<file path="src/hw/rtl/occupancy_grid_fusion_macros.svh">
`ifndef OCCUPANCY_GRID_FUSION_MACROS_SVH
`define OCCUPANCY_GRID_FUSION_MACROS_SVH

// same-cycle implication, checked outside reset
`define OGF_ASSERT_NOW(label, ante, cons) \
  label: assert property (@(posedge clk) disable iff (!rst_n) (ante) |-> (cons)) \
    else $error("ogf check failed");

// next-cycle implication, checked outside reset
`define OGF_ASSERT_NEXT(label, ante, cons) \
  label: assert property (@(posedge clk) disable iff (!rst_n) (ante) |=> (cons)) \
    else $error("ogf check failed");

`endif

</file>
<file path="src/hw/rtl/ogf_pkg.sv">
`timescale 1ns / 1ps

package ogf_pkg;

  localparam int MAX_WIDTH  = 256;
  localparam int MAX_HEIGHT = 256;
  localparam int MAX_RADIUS = 31;

  localparam int COORD_W  = 8;
  localparam int VALUE_W  = 8;
  localparam int DIM_W    = 9;
  localparam int THR_W    = 7;
  localparam int CRAD_W   = 5;
  localparam int CFG_W    = 9;
  localparam int CFG_IDX_W = 3;

  localparam int ADDR_W = $clog2(MAX_WIDTH * MAX_HEIGHT);
  localparam int RAD_W  = $clog2(MAX_RADIUS + 1);
  localparam int D_W    = RAD_W + 1;
  localparam int SQ_W   = 2 * RAD_W;
  localparam int NX_W   = ((COORD_W > RAD_W) ? COORD_W : RAD_W) + 2;

  localparam logic signed [VALUE_W-1:0] BLOCKED_VALUE = VALUE_W'(100);
  localparam logic [THR_W-1:0]          THRESHOLD_CAP = THR_W'(100);
  localparam logic [THR_W-1:0]          THRESHOLD_RST = THR_W'(80);

  typedef enum logic [1:0] {
    OP_BASE    = 2'd0,
    OP_OVERLAY = 2'd1,
    OP_DISC    = 2'd2,
    OP_READ    = 2'd3
  } op_t;

  typedef enum logic [1:0] {
    STAT_OK        = 2'd0,
    STAT_RANGE     = 2'd1,
    STAT_NOT_READY = 2'd2
  } status_t;

  typedef enum logic [CFG_IDX_W-1:0] {
    CFG_GRID_WIDTH  = 3'd0,
    CFG_GRID_HEIGHT = 3'd1,
    CFG_THRESHOLD   = 3'd2,
    CFG_UNKNOWN_OBS = 3'd3,
    CFG_RADIUS      = 3'd4
  } cfg_idx_t;

  typedef enum logic [2:0] {
    RES_REJECT = 3'd0,
    RES_BASE   = 3'd1,
    RES_ZERO   = 3'd2,
    RES_RAM    = 3'd3,
    RES_ONE    = 3'd4
  } res_src_t;

  typedef struct packed {
    logic     take_item;
    logic     base_wr;
    logic     mark_wr;
    logic     rd_cell;
    logic     disc_init;
    logic     disc_step;
    logic     res_load;
    res_src_t res_src;
    logic     load_out;
  } ogf_cmd_t;

  typedef struct packed {
    op_t     op;
    status_t chk;
    logic    obstacle;
    logic    radius_zero;
    logic    disc_last;
  } ogf_sts_t;

endpackage

</file>
<file path="src/hw/rtl/ogf_ctrl.sv">
`timescale 1ns / 1ps
`include "occupancy_grid_fusion_macros.svh"

module ogf_ctrl
  import ogf_pkg::*;
(
  input  logic     clk,
  input  logic     rst_n,
  input  logic     in_tvalid,
  output logic     in_tready,
  output logic     out_tvalid,
  input  logic     out_tready,
  input  ogf_sts_t sts,
  output ogf_cmd_t cmd
);

  typedef enum logic [2:0] {
    S_IDLE,
    S_LOOKUP,
    S_WAIT_RD,
    S_DISC,
    S_DONE
  } state_t;

  state_t state_r, state_nxt;
  logic   out_valid_r, out_valid_nxt;
  logic   slot_free;

  assign slot_free = !out_valid_r || out_tready;

  always_comb begin
    state_nxt     = state_r;
    cmd           = '0;
    cmd.res_src   = RES_REJECT;
    unique case (state_r)
      S_IDLE: begin
        if (in_tvalid) begin
          cmd.take_item = 1'b1;
          state_nxt     = S_LOOKUP;
        end
      end
      S_LOOKUP: begin
        if (sts.chk != STAT_OK) begin
          cmd.res_load = 1'b1;
          cmd.res_src  = RES_REJECT;
          state_nxt    = S_DONE;
        end else begin
          unique case (sts.op)
            OP_BASE: begin
              cmd.base_wr  = 1'b1;
              cmd.res_load = 1'b1;
              cmd.res_src  = RES_BASE;
              state_nxt    = S_DONE;
            end
            OP_OVERLAY: begin
              if (sts.obstacle) begin
                cmd.mark_wr  = 1'b1;
                cmd.res_load = 1'b1;
                cmd.res_src  = RES_ZERO;
                state_nxt    = S_DONE;
              end else begin
                cmd.rd_cell = 1'b1;
                state_nxt   = S_WAIT_RD;
              end
            end
            OP_DISC: begin
              if (sts.radius_zero) begin
                cmd.rd_cell = 1'b1;
                state_nxt   = S_WAIT_RD;
              end else begin
                cmd.disc_init = 1'b1;
                state_nxt     = S_DISC;
              end
            end
            OP_READ: begin
              cmd.rd_cell = 1'b1;
              state_nxt   = S_WAIT_RD;
            end
            default: begin
              state_nxt = S_IDLE;
            end
          endcase
        end
      end
      S_WAIT_RD: begin
        cmd.res_load = 1'b1;
        cmd.res_src  = RES_RAM;
        state_nxt    = S_DONE;
      end
      S_DISC: begin
        cmd.disc_step = 1'b1;
        if (sts.disc_last) begin
          cmd.res_load = 1'b1;
          cmd.res_src  = RES_ONE;
          state_nxt    = S_DONE;
        end
      end
      S_DONE: begin
        if (slot_free) begin
          cmd.load_out = 1'b1;
          state_nxt    = S_IDLE;
        end
      end
      default: begin
        state_nxt = S_IDLE;
      end
    endcase
  end

  always_comb begin
    out_valid_nxt = out_valid_r;
    if (cmd.load_out) begin
      out_valid_nxt = 1'b1;
    end else if (out_tready) begin
      out_valid_nxt = 1'b0;
    end
  end

  always_ff @(posedge clk) begin
    if (!rst_n) begin
      state_r     <= S_IDLE;
      out_valid_r <= 1'b0;
    end else begin
      state_r     <= state_nxt;
      out_valid_r <= out_valid_nxt;
    end
  end

  assign in_tready  = (state_r == S_IDLE);
  assign out_tvalid = out_valid_r;

  `OGF_ASSERT_NOW(a_no_overwrite, cmd.load_out, !out_valid_r || out_tready)
  `OGF_ASSERT_NEXT(a_accept_to_lookup, in_tvalid && in_tready, state_r == S_LOOKUP)
  `OGF_ASSERT_NEXT(a_read_waits, cmd.rd_cell, state_r == S_WAIT_RD)
  `OGF_ASSERT_NEXT(a_disc_ends, (state_r == S_DISC) && sts.disc_last, state_r == S_DONE)

endmodule

</file>
<file path="config.mk">
export PLATFORM = sky130hd
export DESIGN_NAME = ogf_ctrl
export DESIGN_NICKNAME = d
export VERILOG_FILES = /design/src/hw/rtl/ogf_pkg.sv /design/src/hw/rtl/ogf_ctrl.sv
export VERILOG_INCLUDE_DIRS = /design/src /design/src/hw/rtl
export SDC_FILE = /design/constraint.sdc
export NUM_CORES = 1
export LEC_CHECK = 0
export BUFFER_PORTS_ARGS = -buffer_cell sky130_fd_sc_hd__buf_4
export CORE_AREA = 2 2 39 41
export DETAILED_ROUTE_END_ITERATION = 12
export DIE_AREA = 0 0 41 43
export GPL_TIMING_DRIVEN = 0
export SKIP_LAST_GASP = 1
export SLEW_MARGIN = 10
export SYNTH_ARGS = -nofsm -noshare
export SYNTH_HDL_FRONTEND = slang
export SYNTH_SLANG_ARGS = --single-unit
</file>
<file path="constraint.sdc">
create_clock -name clk -period 2.1 [get_ports clk]
set_clock_uncertainty 0.05 [all_clocks]
set_input_delay 0.315 -clock clk [delete_from_list [all_inputs] [get_ports clk]]
set_output_delay 0.315 -clock clk [all_outputs]
set_load 0.01 [all_outputs]
</file>
# --- After elaboration in Yosys (flattened, before gate mapping) ---
# Cells that the tools add are included.
totals:
  regBits: 4
  input_bits: 11
  word_cells: 49
  out_inout_bits: 13
op_classes:
  n_eq_ne: 10
  muxes: 30
  n_reduce_logical: 7
ops:
  columns: ["operator", "count"]
  rows:
  - ["$mux 4", 5]
  - ["$mux 1", 15]
  - ["$mux 3", 5]
  - ["$pmux 3 s5", 1]
  - ["$pmux 3 s4", 1]
  - ["$pmux 4 s3", 1]
  - ["$pmux 4 s2", 1]
  - ["$eq 3x2->1 const B", 2]
  - ["$ne 2x2->1 const B", 3]
  - ["$eq 2x2->1 const B", 2]
  - ["$reduce_bool 2->1", 2]
  - ["$eq 3x1->1 const B", 1]
  - ["$eq 3x3->1 const B", 1]
  - ["$logic_not 3->1", 1]
  - ["$pmux 1 s3", 1]
  - ["$reduce_and 3->1", 1]
  - ["$eq 2x1->1 const B", 1]
  - ["$logic_not 2->1", 1]
  - ["$logic_not 1->1", 1]
  - ["$logic_or 1x1->1", 1]

# --- Logic depth before layout (Yosys ltp) ---
depth:
  word_depth: 5
  ltp_mapped: 5
  ltp_nobuf: 4

# --- Worst setup path after synthesis ---
# Ideal clock, no wire load.
synth_timing:
  path_type: "register to output"
  from: "reg state_r[2]"
  to: "out cmd[1] (netlist bit)"
  path_stages_with_launch: 6
  path_buffers: 1
  path_slack_ns: 0.333
  t_arrival_ns: 1.402
  t_required_ns: 1.735
  path_cell_list: "dfxtp_1 -> buf_6 -> nand2b_4 -> or4_4 -> nor3_2 -> o21bai_1"
synth_rtl:
  columns: ["item", "line", "source"]
  rows:
  - ["from (decl)", "ogf_ctrl.sv:25", "state_t state_r, state_nxt;"]
  - ["from (signal assigned)", "ogf_ctrl.sv:124", "state_r <= state_nxt;"]
  - ["to (decl)", "ogf_ctrl.sv:14", "output ogf_cmd_t cmd"]

==> out/results.txt <==
Run status: complete, no violations
Synthesized area per cell: 7.61 µm²
All-Layer GR Usage: 12.4%
CP peak stage delay: 0.46 ns
Sequential share of the synthesized area: 21.5%
H-tree Lvls: 1
Final hold vios: 0
Layout cells sized above 1: 49.4%
Total Wirelength: 926 µm
Startpoint Class: register
GRT Residual Overflow: 0
Final ANT Viol Nets: 0
Site row count: 14
Hold crit path type: in -> reg
Initial antenna violation count: 0
Worst hold start: rst_n
Commonest non-fill, non-tap cell in the layout: buf_4
Critical path arrival: 1.68 ns
CP endpoint kind: output port
Post-DP HPWL: 723 µm
Placed Cells: 88
Initial drt markers: 0
R2R cell count: 6
Via count: 428
FF-to-FF Start: state_r[2]
Post-synthesis register bit count: 4
Clock latency on the worst-skew pair: 0.24 ns
WHS Path Cells: 2
Vias in the first global route: 362
Most frequent cells in the layout: buf_4 (29), nor2_1 (8), nor2b_1 (4), nand2_1 (4), dfxtp_1 (4)
Top cells by area, synth: dfxtp_1 (21%), nor2_1 (8.1%), nor2b_1 (6.7%)
Design area: 624 µm²
Antenna Cells: 0
Distinct cells, synth: 26
Fmax: 490 MHz
Final Non-Filler Cells: 95
Area Growth Syn to Fin: 67.4%
Cells after synthesis: 49
Placed Area: 566 µm²
Area share of the largest cell type after synthesis: 21.5%
Worst vdd ir: 199 µV
DIE WIDTH: 41 µm
TritonCTS Buffers: 3
PD cells: 469 mW/mm²
Largest net degree at the start of global routing: 11
P_leak: 0.000298 µW
RSZ-0062 raised after global routing: true
Number of max-cap violations: 0
Pins Over Slew Limit: 0
Crit Path Class: reg -> out
Critical-path cell list: buf_6 -> nand2b_4 -> or4_4 -> o21bai_2 -> nor2_1 -> buf_4
DR WL/cell: 9.75 µm
Clk root buf: clkbuf_4
Layout net count: 92
WP data required: 1.74 ns
Vias per Instance: 4.51
Synth area leader: dfxtp_1
# port buffers: 23
IO Count: 24
Fin crit share: 97.2%
Worst Max-Slew Pin Slew: 0.381 ns
Die ar.: 0.00176 mm²
Core Area: 0.00138 mm²
Slew HR: 74.4%
Max stage delay cell, worst path: or4_4
Ys Warns: 0
Max Root-Sink Buffers: 2
TritonCTS clock tree: done
Reg-to-reg slack, setup: 0.56 ns
Routability congestion estimate: 0.637
Final Critical Period: 2.04 ns
Crit path launch: state_r[2]
CP max FO: 4
Worst-path clk slew: 0.04 ns
Num Clock Sinks: 4
Pre-Repair DR Iteration Count: 1
Detailed-route DRC error count: 0
Mapped cell area: 373 µm²
Final setup viols: 0
Vert. Die Dim: 43 µm
Global-route wire length before repair: 1430 µm
Syn nets: 60
Initial core utilization: 26.9%
## synth_stat cells (all sizes together)
library cell,number
a21boi,1
a21oi,4
and2,2
and3,1
and3b,1
buf,3
dfxtp,4
nand2,4
nand2b,4
nand3b,1
nor2,8
nor2b,4
nor3,3
o21a,1
o21ai,1
o21bai,3
o22a,1
o22ai,1
o31ai,1
or4,1
## layout make-up
| cell class | count | area [µm²] |
|---|---|---|
| multi-input cells | 42 | 273 |
| flip-flops and latches | 4 | 80.1 |
| fillers | 145 | 759 |
| repair buffers | 27 | 203 |
| clock buffers | 3 | 22.5 |
| well taps | 16 | 20.0 |
| plain buffers | 3 | 26.3 |
## power by group
part	switching (µW)	internal (µW)	leakage, µW
clock	32.6	64.0	0.0000138
combinational	49.2	62.8	0.000251
sequential	2.39	81.7	0.0000327
## cell families (layout without fill, tap and decap cells)
| family | Yosys count | after routing | synth area share, % |
|---|---|---|---|
| AO/OA/AOI/OAI | 13 | 13 | 23.8 |
| buffers and inverters | 3 | 33 | 6.38 |
| AND/OR/NAND/NOR | 29 | 29 | 48.3 |
| flip-flops | 4 | 4 | 21.5 |
## timing repair
action	CTS	global route
setup endpoints to repair	0	3
buffers inserted	0	4
resized for setup	0	3
hold buffers	0	0
## critical path, delay by kind of cell (launching register included)
kind	cells	cell delay, ns
AOI/OAI and AO/OA	1	0.23
buffers and inverters	2	0.23
DFF	1	0.30
and+or+nand+nor	3	0.67
## path summary, 6_finish.rpt
kind                end
min reg2reg  out_tvalid
max              cmd[7]
min          state_r[2]
max reg2reg  state_r[0]
## metrics by stage
stage	power (µW)	setup WS (ns)	hold slack, ns	util [%]	setup TNS [ns]
2_1_floorplan	144	0.333	0.382	-	0
3_3_place_gp	188	0.267	0.478	40.9	0
3_5_place_dp	189	0.255	0.483	40.9	0
4_1_cts	289	0.00465	0.267	42.5	0
5_1_grt	311	-0.0107	0.277	45.1	-0.0107
6_report	293	0.0579	0.264	45.1	0
## metal layers
metal	track usage, %	wire length [µm]	vias up
li1	-	-	228
met1	14.2	389	180
met2	17.2	427	16
met3	3.14	65	4
met4	12.0	44	0
met5	0	0	-
## sequential cells by signal (all words and copies together) (netlist names)
signal      count
state_r         3
out_tvalid      1
Note: power is estimated with default switching activity, not from simulation.
